**src/rtl/athm_pkg.sv**
```systemverilog
package athm_pkg;

  localparam int AVG_LOG2 = 8;
  localparam int SMP_W    = 12;
  localparam int SUM_W    = SMP_W + AVG_LOG2;
  localparam int GAIN_W   = 16;
  localparam int SHIFT_W  = 5;
  localparam int RES_W    = 16;
  localparam int PPROD_W  = SMP_W + GAIN_W;
  localparam int TPROD_W  = (SMP_W + 1) + (GAIN_W + 1);
  localparam int CFG_IDX_W = 3;
  localparam int CFG_DATA_W = 16;

  localparam logic [CFG_IDX_W-1:0] CFG_POT_GAIN   = 3'd0;
  localparam logic [CFG_IDX_W-1:0] CFG_POT_SHIFT  = 3'd1;
  localparam logic [CFG_IDX_W-1:0] CFG_POT_OFFSET = 3'd2;
  localparam logic [CFG_IDX_W-1:0] CFG_TEMP_ZERO  = 3'd3;
  localparam logic [CFG_IDX_W-1:0] CFG_TEMP_GAIN  = 3'd4;
  localparam logic [CFG_IDX_W-1:0] CFG_TEMP_SHIFT = 3'd5;

  localparam logic [GAIN_W-1:0]         RST_POT_GAIN   = 16'd31;
  localparam logic [SHIFT_W-1:0]        RST_POT_SHIFT  = 5'd12;
  localparam logic signed [RES_W-1:0]   RST_POT_OFFSET = 16'sd55;
  localparam logic [SMP_W-1:0]          RST_TEMP_ZERO  = 12'd2475;
  localparam logic [GAIN_W-1:0]         RST_TEMP_GAIN  = 16'd12084;
  localparam logic [SHIFT_W-1:0]        RST_TEMP_SHIFT = 5'd16;

  typedef struct packed {
    logic [GAIN_W-1:0]       pot_gain;
    logic [SHIFT_W-1:0]      pot_shift;
    logic signed [RES_W-1:0] pot_offset;
    logic [SMP_W-1:0]        temp_zero;
    logic [GAIN_W-1:0]       temp_gain;
    logic [SHIFT_W-1:0]      temp_shift;
  } cfg_t;

  typedef struct packed {
    logic                      next_ch;
    logic                      done;
    logic [PPROD_W-1:0]        pprod;
    logic signed [TPROD_W-1:0] tprod;
  } prod_t;

  typedef struct packed {
    logic                    next_ch;
    logic                    done;
    logic signed [RES_W-1:0] setpoint;
    logic signed [RES_W-1:0] actual_temp;
    logic                    drive_on;
  } res_t;

  function automatic logic signed [RES_W-1:0] sat16(input logic signed [TPROD_W-1:0] v);
    logic signed [TPROD_W-1:0] hi;
    logic signed [TPROD_W-1:0] lo;
    hi = TPROD_W'(32767);
    lo = -TPROD_W'(32768);
    if (v > hi) begin
      sat16 = 16'sh7fff;
    end else if (v < lo) begin
      sat16 = 16'sh8000;
    end else begin
      sat16 = v[RES_W-1:0];
    end
  endfunction

endpackage

```
**src/rtl/athm_if.sv**
```systemverilog
interface athm_in_if;
  import athm_pkg::*;
  logic             valid;
  logic             ready;
  logic [SMP_W-1:0] sample;
  modport source (output valid, output sample, input ready);
  modport sink (input valid, input sample, output ready);
endinterface

interface athm_out_if;
  import athm_pkg::*;
  logic                    valid;
  logic                    ready;
  logic                    next_channel;
  logic                    batch_done;
  logic signed [RES_W-1:0] setpoint;
  logic signed [RES_W-1:0] actual_temp;
  logic                    drive_on;
  modport source (output valid, output next_channel, output batch_done, output setpoint,
                  output actual_temp, output drive_on, input ready);
  modport sink (input valid, input next_channel, input batch_done, input setpoint,
                input actual_temp, input drive_on, output ready);
endinterface

```
**src/rtl/averaged_adc_thermostat.sv**
```systemverilog
// Averaged converter thermostat. Feed samples alternately, potentiometer first, then
// temperature; each one returns a word naming the channel to sample next. After 256
// pairs the averaged readings are scaled, saturated to 16 bits signed and compared;
// batch_done marks that word, and setpoint, actual_temp and drive_on hold until the
// next batch. One sample per clock is accepted; each result passes through an input
// register, a multiply stage and a scale/compare stage, and the pipeline stalls only
// when the output register is full and not taken. Write the configuration registers
// only while no sample is in flight.
module averaged_adc_thermostat
  import athm_pkg::*;
(
  input  logic                  clk,
  input  logic                  rst_n,
  athm_in_if.sink               in_chan,
  athm_out_if.source            out_chan,
  input  logic                  cfg_we,
  input  logic [CFG_IDX_W-1:0]  cfg_index,
  input  logic [CFG_DATA_W-1:0] cfg_data
);

  cfg_t             cfg_r;
  logic             s0_v_r;
  logic [SMP_W-1:0] s0_smp_r;
  logic             s1_v_r;
  logic             out_v_r;
  logic             out_ok;
  logic             mv1;
  logic             mv0;
  logic             s1_free;
  logic             in_acc;
  prod_t            prod;
  res_t             res;

  always_ff @(posedge clk) begin
    if (!rst_n) begin
      cfg_r.pot_gain   <= RST_POT_GAIN;
      cfg_r.pot_shift  <= RST_POT_SHIFT;
      cfg_r.pot_offset <= RST_POT_OFFSET;
      cfg_r.temp_zero  <= RST_TEMP_ZERO;
      cfg_r.temp_gain  <= RST_TEMP_GAIN;
      cfg_r.temp_shift <= RST_TEMP_SHIFT;
    end else if (cfg_we) begin
      case (cfg_index)
        CFG_POT_GAIN:   cfg_r.pot_gain   <= cfg_data;
        CFG_POT_SHIFT:  cfg_r.pot_shift  <= cfg_data[SHIFT_W-1:0];
        CFG_POT_OFFSET: cfg_r.pot_offset <= $signed(cfg_data);
        CFG_TEMP_ZERO:  cfg_r.temp_zero  <= cfg_data[SMP_W-1:0];
        CFG_TEMP_GAIN:  cfg_r.temp_gain  <= cfg_data;
        CFG_TEMP_SHIFT: cfg_r.temp_shift <= cfg_data[SHIFT_W-1:0];
        default: ;
      endcase
    end
  end

  // stage handshake: each stage moves when the one after it has room
  assign out_ok        = ~out_v_r | out_chan.ready;
  assign mv1           = s1_v_r & out_ok;
  assign s1_free       = ~s1_v_r | mv1;
  assign mv0           = s0_v_r & s1_free;
  assign in_chan.ready = ~s0_v_r | mv0;
  assign in_acc        = in_chan.valid & in_chan.ready;

  always_ff @(posedge clk) begin
    if (!rst_n) begin
      s0_v_r  <= 1'b0;
      s1_v_r  <= 1'b0;
      out_v_r <= 1'b0;
    end else begin
      if (in_chan.ready) begin
        s0_v_r <= in_chan.valid;
      end
      if (s1_free) begin
        s1_v_r <= mv0;
      end
      if (out_ok) begin
        out_v_r <= mv1;
      end
    end
  end

  always_ff @(posedge clk) begin
    if (in_acc) begin
      s0_smp_r <= in_chan.sample;
    end
  end

  athm_accum u_accum (
    .clk    (clk),
    .rst_n  (rst_n),
    .adv    (mv0),
    .sample (s0_smp_r),
    .cfg    (cfg_r),
    .prod_r (prod)
  );

  athm_scale u_scale (
    .clk   (clk),
    .rst_n (rst_n),
    .adv   (mv1),
    .prod  (prod),
    .cfg   (cfg_r),
    .res_r (res)
  );

  assign out_chan.valid        = out_v_r;
  assign out_chan.next_channel = res.next_ch;
  assign out_chan.batch_done   = res.done;
  assign out_chan.setpoint     = res.setpoint;
  assign out_chan.actual_temp  = res.actual_temp;
  assign out_chan.drive_on     = res.drive_on;

endmodule

```
**src/rtl/athm_accum.sv**
```systemverilog
module athm_accum
  import athm_pkg::*;
(
  input  logic             clk,
  input  logic             rst_n,
  input  logic             adv,
  input  logic [SMP_W-1:0] sample,
  input  cfg_t             cfg,
  output prod_t            prod_r
);

  logic                  chan_r;
  logic [SUM_W-1:0]      pot_sum_r;
  logic [SUM_W-1:0]      temp_sum_r;
  logic [AVG_LOG2-1:0]   cnt_r;
  logic [SUM_W-1:0]      tsum_full;
  logic                  done_w;
  logic [SMP_W-1:0]      pavg;
  logic [SMP_W-1:0]      tavg;
  logic signed [SMP_W:0] tdiff;
  prod_t                 prod_nxt;

  assign tsum_full = temp_sum_r + SUM_W'(sample);
  assign done_w    = chan_r & (&cnt_r);
  assign pavg      = pot_sum_r[SUM_W-1 -: SMP_W];
  assign tavg      = tsum_full[SUM_W-1 -: SMP_W];
  assign tdiff     = $signed({1'b0, tavg}) - $signed({1'b0, cfg.temp_zero});

  always_comb begin
    prod_nxt.next_ch = ~chan_r;
    prod_nxt.done    = done_w;
    prod_nxt.pprod   = PPROD_W'(pavg) * PPROD_W'(cfg.pot_gain);
    prod_nxt.tprod   = TPROD_W'(tdiff) * TPROD_W'($signed({1'b0, cfg.temp_gain}));
  end

  always_ff @(posedge clk) begin
    if (!rst_n) begin
      chan_r     <= 1'b0;
      pot_sum_r  <= '0;
      temp_sum_r <= '0;
      cnt_r      <= '0;
    end else if (adv) begin
      chan_r <= ~chan_r;
      if (!chan_r) begin
        pot_sum_r <= pot_sum_r + SUM_W'(sample);
      end else begin
        cnt_r <= cnt_r + 1'b1;
        if (done_w) begin
          pot_sum_r  <= '0;
          temp_sum_r <= '0;
        end else begin
          temp_sum_r <= tsum_full;
        end
      end
    end
  end

  always_ff @(posedge clk) begin
    if (adv) begin
      prod_r <= prod_nxt;
    end
  end

endmodule

```
**src/rtl/athm_scale.sv**
```systemverilog
module athm_scale
  import athm_pkg::*;
(
  input  logic  clk,
  input  logic  rst_n,
  input  logic  adv,
  input  prod_t prod,
  input  cfg_t  cfg,
  output res_t  res_r
);

  logic [PPROD_W-1:0]        psh;
  logic signed [TPROD_W-1:0] sp;
  logic signed [TPROD_W-1:0] tp;
  logic signed [RES_W-1:0]   sp_sat;
  logic signed [RES_W-1:0]   tp_sat;

  assign psh    = prod.pprod >> cfg.pot_shift;
  assign sp     = $signed(TPROD_W'(psh)) + TPROD_W'(cfg.pot_offset);
  assign tp     = prod.tprod >>> cfg.temp_shift;
  assign sp_sat = sat16(sp);
  assign tp_sat = sat16(tp);

  // held values live in the result register itself
  always_ff @(posedge clk) begin
    if (!rst_n) begin
      res_r <= '0;
    end else if (adv) begin
      res_r.next_ch <= prod.next_ch;
      res_r.done    <= prod.done;
      if (prod.done) begin
        res_r.setpoint    <= sp_sat;
        res_r.actual_temp <= tp_sat;
        res_r.drive_on    <= (tp_sat >= sp_sat);
      end
    end
  end

endmodule

```
**src/flat_wrapper.sv**
```systemverilog
// flat-port wrapper written by rule: the top's interface ports become plain ports
module averaged_adc_thermostat_flat import athm_pkg::*;
  (clk, rst_n, cfg_we, cfg_index, cfg_data, in_chan_valid, in_chan_sample, in_chan_ready, out_chan_valid, out_chan_next_channel, out_chan_batch_done, out_chan_setpoint, out_chan_actual_temp, out_chan_drive_on, out_chan_ready);
  athm_in_if in_chan_i ();
  athm_out_if out_chan_i ();
  input  logic clk;
  input  logic rst_n;
  input  logic cfg_we;
  input  logic [CFG_IDX_W-1:0] cfg_index;
  input  logic [CFG_DATA_W-1:0] cfg_data;
  input wire logic [$bits(in_chan_i.valid)-1:0] in_chan_valid;
  input wire logic [$bits(in_chan_i.sample)-1:0] in_chan_sample;
  output wire logic [$bits(in_chan_i.ready)-1:0] in_chan_ready;
  output wire logic [$bits(out_chan_i.valid)-1:0] out_chan_valid;
  output wire logic [$bits(out_chan_i.next_channel)-1:0] out_chan_next_channel;
  output wire logic [$bits(out_chan_i.batch_done)-1:0] out_chan_batch_done;
  output wire logic [$bits(out_chan_i.setpoint)-1:0] out_chan_setpoint;
  output wire logic [$bits(out_chan_i.actual_temp)-1:0] out_chan_actual_temp;
  output wire logic [$bits(out_chan_i.drive_on)-1:0] out_chan_drive_on;
  input wire logic [$bits(out_chan_i.ready)-1:0] out_chan_ready;
  assign in_chan_i.valid = in_chan_valid;
  assign in_chan_i.sample = in_chan_sample;
  assign in_chan_ready = in_chan_i.ready;
  assign out_chan_valid = out_chan_i.valid;
  assign out_chan_next_channel = out_chan_i.next_channel;
  assign out_chan_batch_done = out_chan_i.batch_done;
  assign out_chan_setpoint = out_chan_i.setpoint;
  assign out_chan_actual_temp = out_chan_i.actual_temp;
  assign out_chan_drive_on = out_chan_i.drive_on;
  assign out_chan_i.ready = out_chan_ready;
  averaged_adc_thermostat u_core (.clk(clk), .rst_n(rst_n), .in_chan(in_chan_i), .out_chan(out_chan_i), .cfg_we(cfg_we), .cfg_index(cfg_index), .cfg_data(cfg_data));
endmodule
```
**config.mk**
```make
export PLATFORM = sky130hd
export DESIGN_NAME = averaged_adc_thermostat_flat
export DESIGN_NICKNAME = d
export VERILOG_FILES = /design/src/rtl/athm_pkg.sv /design/src/rtl/athm_if.sv /design/src/rtl/averaged_adc_thermostat.sv /design/src/rtl/athm_accum.sv /design/src/rtl/athm_scale.sv /design/src/flat_wrapper.sv
export SDC_FILE = /design/constraint.sdc
export NUM_CORES = 2
export LEC_CHECK = 0
export BUFFER_PORTS_ARGS = -buffer_cell sky130_fd_sc_hd__buf_2
export CORE_ASPECT_RATIO = 0.5
export CORE_UTILIZATION = 30
export CTS_CLUSTER_SIZE = 40
export DETAILED_ROUTE_END_ITERATION = 8
export GPL_TIMING_DRIVEN = 1
export PLACE_DENSITY = 0.5
export REMOVE_ABC_BUFFERS = 1
export SYNTH_ARGS = -nofsm -noshare
export SYNTH_HDL_FRONTEND = slang
export SYNTH_HIERARCHICAL = 1
export SYNTH_SLANG_ARGS = --single-unit
```
**constraint.sdc**
```tcl
create_clock -name clk -period 9.48 [get_ports clk]
set_clock_uncertainty 0.15 [all_clocks]
set_input_delay 0.948 -clock clk [delete_from_list [all_inputs] [get_ports clk]]
set_output_delay 0.948 -clock clk [all_outputs]
set_load 0.03 [all_outputs]
```
==> flow_metrics.py <==
metrics = {
    "critical_path": {
        "cp-startpoint": "u_core/s0_smp_r[0]",
        "required_ns": 9.61,
        "worstReg2RegEnd": "u_core/u_accum/prod_r[27]",
        "r2r_cells": 36,
        "r2r-start": "u_core/s0_smp_r[0]",
        "crit_type": "register to register",
        "path_max_fanout": 3,
        "cp-start-kind": "register",
        "critPathCaptureType": "register",
        "rrSetupSlack_ns": 0.40,
        "cp.arrival_ns": 9.20,
        "critPathMaxStageDelay_ns": 0.56,
        "timing.critical_path.mode_cell": "fa_1",
        "endpoint": "u_core/u_accum/prod_r[27]",
        "slowest_stage": "fa_1",
    },
    "finish": {
        "multi_input_area_um2": 20940,
        "nNetsFinal": 3745,
        "area_growth_pct": 10.46,
        "stdcell_count": 4423,
        "ff_latch_area_um2": 5306,
        "drive_gt1_share_pct": 10.31,
        "stdcell_area_um2": 31010,
        "fillers": 9472,
    },
    "global_route": {
        "track_usage_pct": 15.28,
        "grt_max_degree": 98,
        "antenna_found_initial": 3,
        "overflow": 0,
        "grt_pass1_vias": 22380,
        "grt_pass1_wl_mm": 118.3,
    },
    "clock_tree": {
        "clockBufferDepth": 3,
        "cts.sinks": 229,
        "cts_buffers": 26,
        "clk_pin_slew_ns": 0.06,
        "root_buffer": "clkbuf_16",
        "cts_tree": "done",
        "h-tree-depth": 1,
        "clk_latency_ns": 0.56,
    },
    "sta": {
        "hold_viol": 0,
        "tightest_slew_ns": 0.9892,
        "slew_headroom_pct": 33.96,
        "layout_min_cycle_time_ns": 9.076,
        "setup_viol": 0,
        "report.final.slew_viol_count": 0,
        "setup_tns_ns": 0,
        "max_freq_ghz": 0.1102,
        "fin_ws_ns": 0.4035,
        "post-route-period-util_pct": 95.74,
    },
    "power_and_ir_drop": {
        "power_frac_seq_pct": 17.4,
        "power_switching_mw": 3.684,
        "vdd_ir_drop_max_mv": 0.5175,
        "p_leak_nw": 14.59,
        "power_density_nw_per_um2": 268.2,
        "internal-power_mw": 4.633,
        "p_comb_share_pct": 69.6,
        "sw_frac_of_total_pct": 44.30,
        "pwr-share-clk_pct": 13.1,
    },
    "synth": {
        "synth_area_um2": 28070,
        "seq_area_frac_synth_pct": 18.90,
        "ys.flop_type": "dfxtp_1",
        "synthCells": 3152,
        "ys_types": 99,
        "synth_area_leaders": "fa_1 21%, dfxtp_1 11%, ha_1 11%, edfxtp_1 7.7%, nand2_1 7.3%",
        "synth_edf_count": 72,
        "yosys_warnings": 6,
        "async_flop_share_pct": 0,
        "synth_area_per_cell_um2": 8.906,
        "synth_top_area_cell": "fa_1",
        "netlist.area_leader.share_pct": 21.25,
        "ys_ff_latch": 229,
    },
    "detailed_routing": {
        "top_layer_used": "met4",
        "vias": 21600,
        "met2_length_mm": 34.27,
        "routed_wl_mm": 72.03,
        "wl_met1_mm": 34.83,
        "ant_nets": 0,
        "drt-wirelength-per-cell_um": 16.29,
        "routed-wl-met3_mm": 1.946,
        "avgViaCountPerCell": 4.884,
        "drtIter0Drc": 1125,
        "drc": 0,
        "drt_first_pass_iters": 5,
    },
    "outcome": {
        "status": "finished clean",
    },
    "place": {
        "placed_cell_area_um2": 29830,
        "place.gp.congestion": 0.8884,
        "dpl.cell_count": 4363,
        "preCtsSetupSlack_ns": -0.1263,
        "dp_hpwl_mm": 57.43,
        "portBuffers": 72,
    },
    "floorplanning": {
        "die_h_um": 218.3,
        "rows": 78,
        "dieArea_um2": 94870,
        "io_pins": 73,
        "die_width_um": 434.6,
        "initial_core_util_pct": 30.63,
        "fp.coreArea_um2": 91640,
    },
    "hold_path": {
        "min_path_type": "register to register",
    },
    "flow_run": {
        "maxCapViolCount": 0,
    },
}
## worst min-delay path by stage
stage | start | end | slack, ns | depth (start not counted)
floorplan | u_core/u_accum/temp_sum_r[3] | u_core/u_accum/temp_sum_r[3] | 0.28 | 2
global placement | u_core/u_accum/temp_sum_r[3] | u_core/u_accum/temp_sum_r[3] | 0.29 | 2
detailed placement | u_core/u_accum/temp_sum_r[3] | u_core/u_accum/temp_sum_r[3] | 0.30 | 2
CTS | u_core/u_accum/temp_sum_r[3] | u_core/u_accum/temp_sum_r[3] | 0.32 | 2
global route | u_core/u_accum/temp_sum_r[3] | u_core/u_accum/temp_sum_r[3] | 0.33 | 2
finish | u_core/u_accum/temp_sum_r[3] | u_core/u_accum/temp_sum_r[3] | 0.31 | 2
## registers in the layout (all words and copies together) (netlist names)
signal and cells:
u_core/out_chan.valid 1, u_core/s0_v_r 1, u_core/u_scale/res_r 35, u_core/s1_v_r 1, u_core/u_accum/cnt_r 8, u_core/u_accum/temp_sum_r 20, u_core/u_accum/chan_r 1, u_core/u_accum/pot_sum_r 20
u_core/s0_smp_r 12, u_core/u_accum/prod_r 60, u_core/cfg_r 70
## power groups by stage
stage / Sequential (mW) / Combinational (mW) / Clock [mW]
6_report: 1.44 / 5.79 / 1.09
2_1_floorplan: 1.44 / 3.83 / 0
3_3_place_gp: 1.46 / 5.58 / 0
5_1_grt: 1.46 / 6.60 / 1.16
4_1_cts: 1.45 / 5.68 / 1.12
3_5_place_dp: 1.47 / 5.52 / 0
## cell usage in the layout, fill, tap and decap left out, types with 26 or more instances in the layout
| cell type | instances |
|---|---|
| nand3_1 | 30 |
| dfxtp_1 | 156 |
| xnor2_1 | 64 |
| buf_2 | 71 |
| nor2_1 | 93 |
| nand2_1 | 545 |
| o21ai_0 | 117 |
| ha_1 | 249 |
| nor2b_1 | 83 |
| nor3_1 | 26 |
| fa_1 | 295 |
| inv_1 | 349 |
| mux2i_1 | 124 |
| a21oi_1 | 128 |
| a21o_1 | 59 |
| mux4_2 | 38 |
| xor2_1 | 36 |
| clkbuf_16 | 28 |
| edfxtp_1 | 72 |
| buf_4 | 78 |
| and2_1 | 127 |
## cell type report
class / instances / area share [%]
sequential: 229 / 17.11
multi-input combinational: 2398 / 67.52
clock buffer: 36 / 2.518
inverter: 355 / 4.297
antenna: 3 / 0.02421
clock inverter: 12 / 0.4560
tap: 1240 / 5.003
timing repair buffer: 150 / 3.071
## critical path, delay by kind of cell (launching register included)
family                     cells  cell delay (ns)
adders and majority gates     11             4.46
DFF                            1             0.41
buffers and inverters          4             0.21
AOI/OAI and AO/OA             16             2.32
and+or+nand+nor                3             0.90
xor gates and xnor gates       2             0.33
## cells in the mapped netlist, drive strengths merged (5+ instances only)
cell,count
a2111oi,6
a22o,8
nand2b,22
xor2,36
a211o,5
nor2,94
a211oi,20
dfxtp,157
edfxtp,72
o22ai,8
xnor2,66
a31oi,17
a221oi,5
and4,5
and3,16
a21boi,26
and2,128
a21oi,148
a21o,59
nor3,28
nor3b,6
mux4,38
o31ai,9
clkbuf,144
mux2,10
fa,298
nand4,24
or3,8
ha,251
o21ai,124
mux2i,124
a22oi,10
o211ai,12
buf,26
o211a,5
o21bai,16
inv,351
nor2b,84
or2,15
o21a,17
or4,6
nand2,546
o41ai,5
nor4b,5
nand3,30
## repair_timing
| action | 4_1_cts | 5_1_grt |
|---|---|---|
| gates cloned | 0 | 0 |
| hold buffers | 0 | 0 |
| setup endpoints to repair | 7 | 13 |
| gates resized for setup | 14 | 28 |
| buffers inserted | 2 | 7 |
| pin swaps | 9 | 26 |
## kinds of logic after synthesis
logic type / synth area share (%)
muxes: 7.871
adders and majority gates: 32.44
buffers and inverters: 7.243
DFF: 18.90
AOI/OAI and AO/OA: 12.81
and+or+nand+nor: 17.53
xor gates and xnor gates: 3.209
## metrics by stage
stage | hold slack (ns) | power, mW | utilization [%]
final | 0.3143 | 8.317 | 33.84
after global placement | 0.2913 | 7.048 | 32.56
after CTS | 0.3182 | 8.253 | 33.63
after floorplan | 0.2791 | 5.266 | -
after global routing | 0.3337 | 9.217 | 33.84
after detailed placement | 0.3043 | 6.991 | 32.56
## routing by layer
layer,vias to the layer above,GRT usage [%]
met3,61,1.053
met4,0,2.617
met5,-,0
li1,10560,-
met2,282,26.48
met1,10700,21.04
Note: power is estimated with default switching activity, not from simulation.
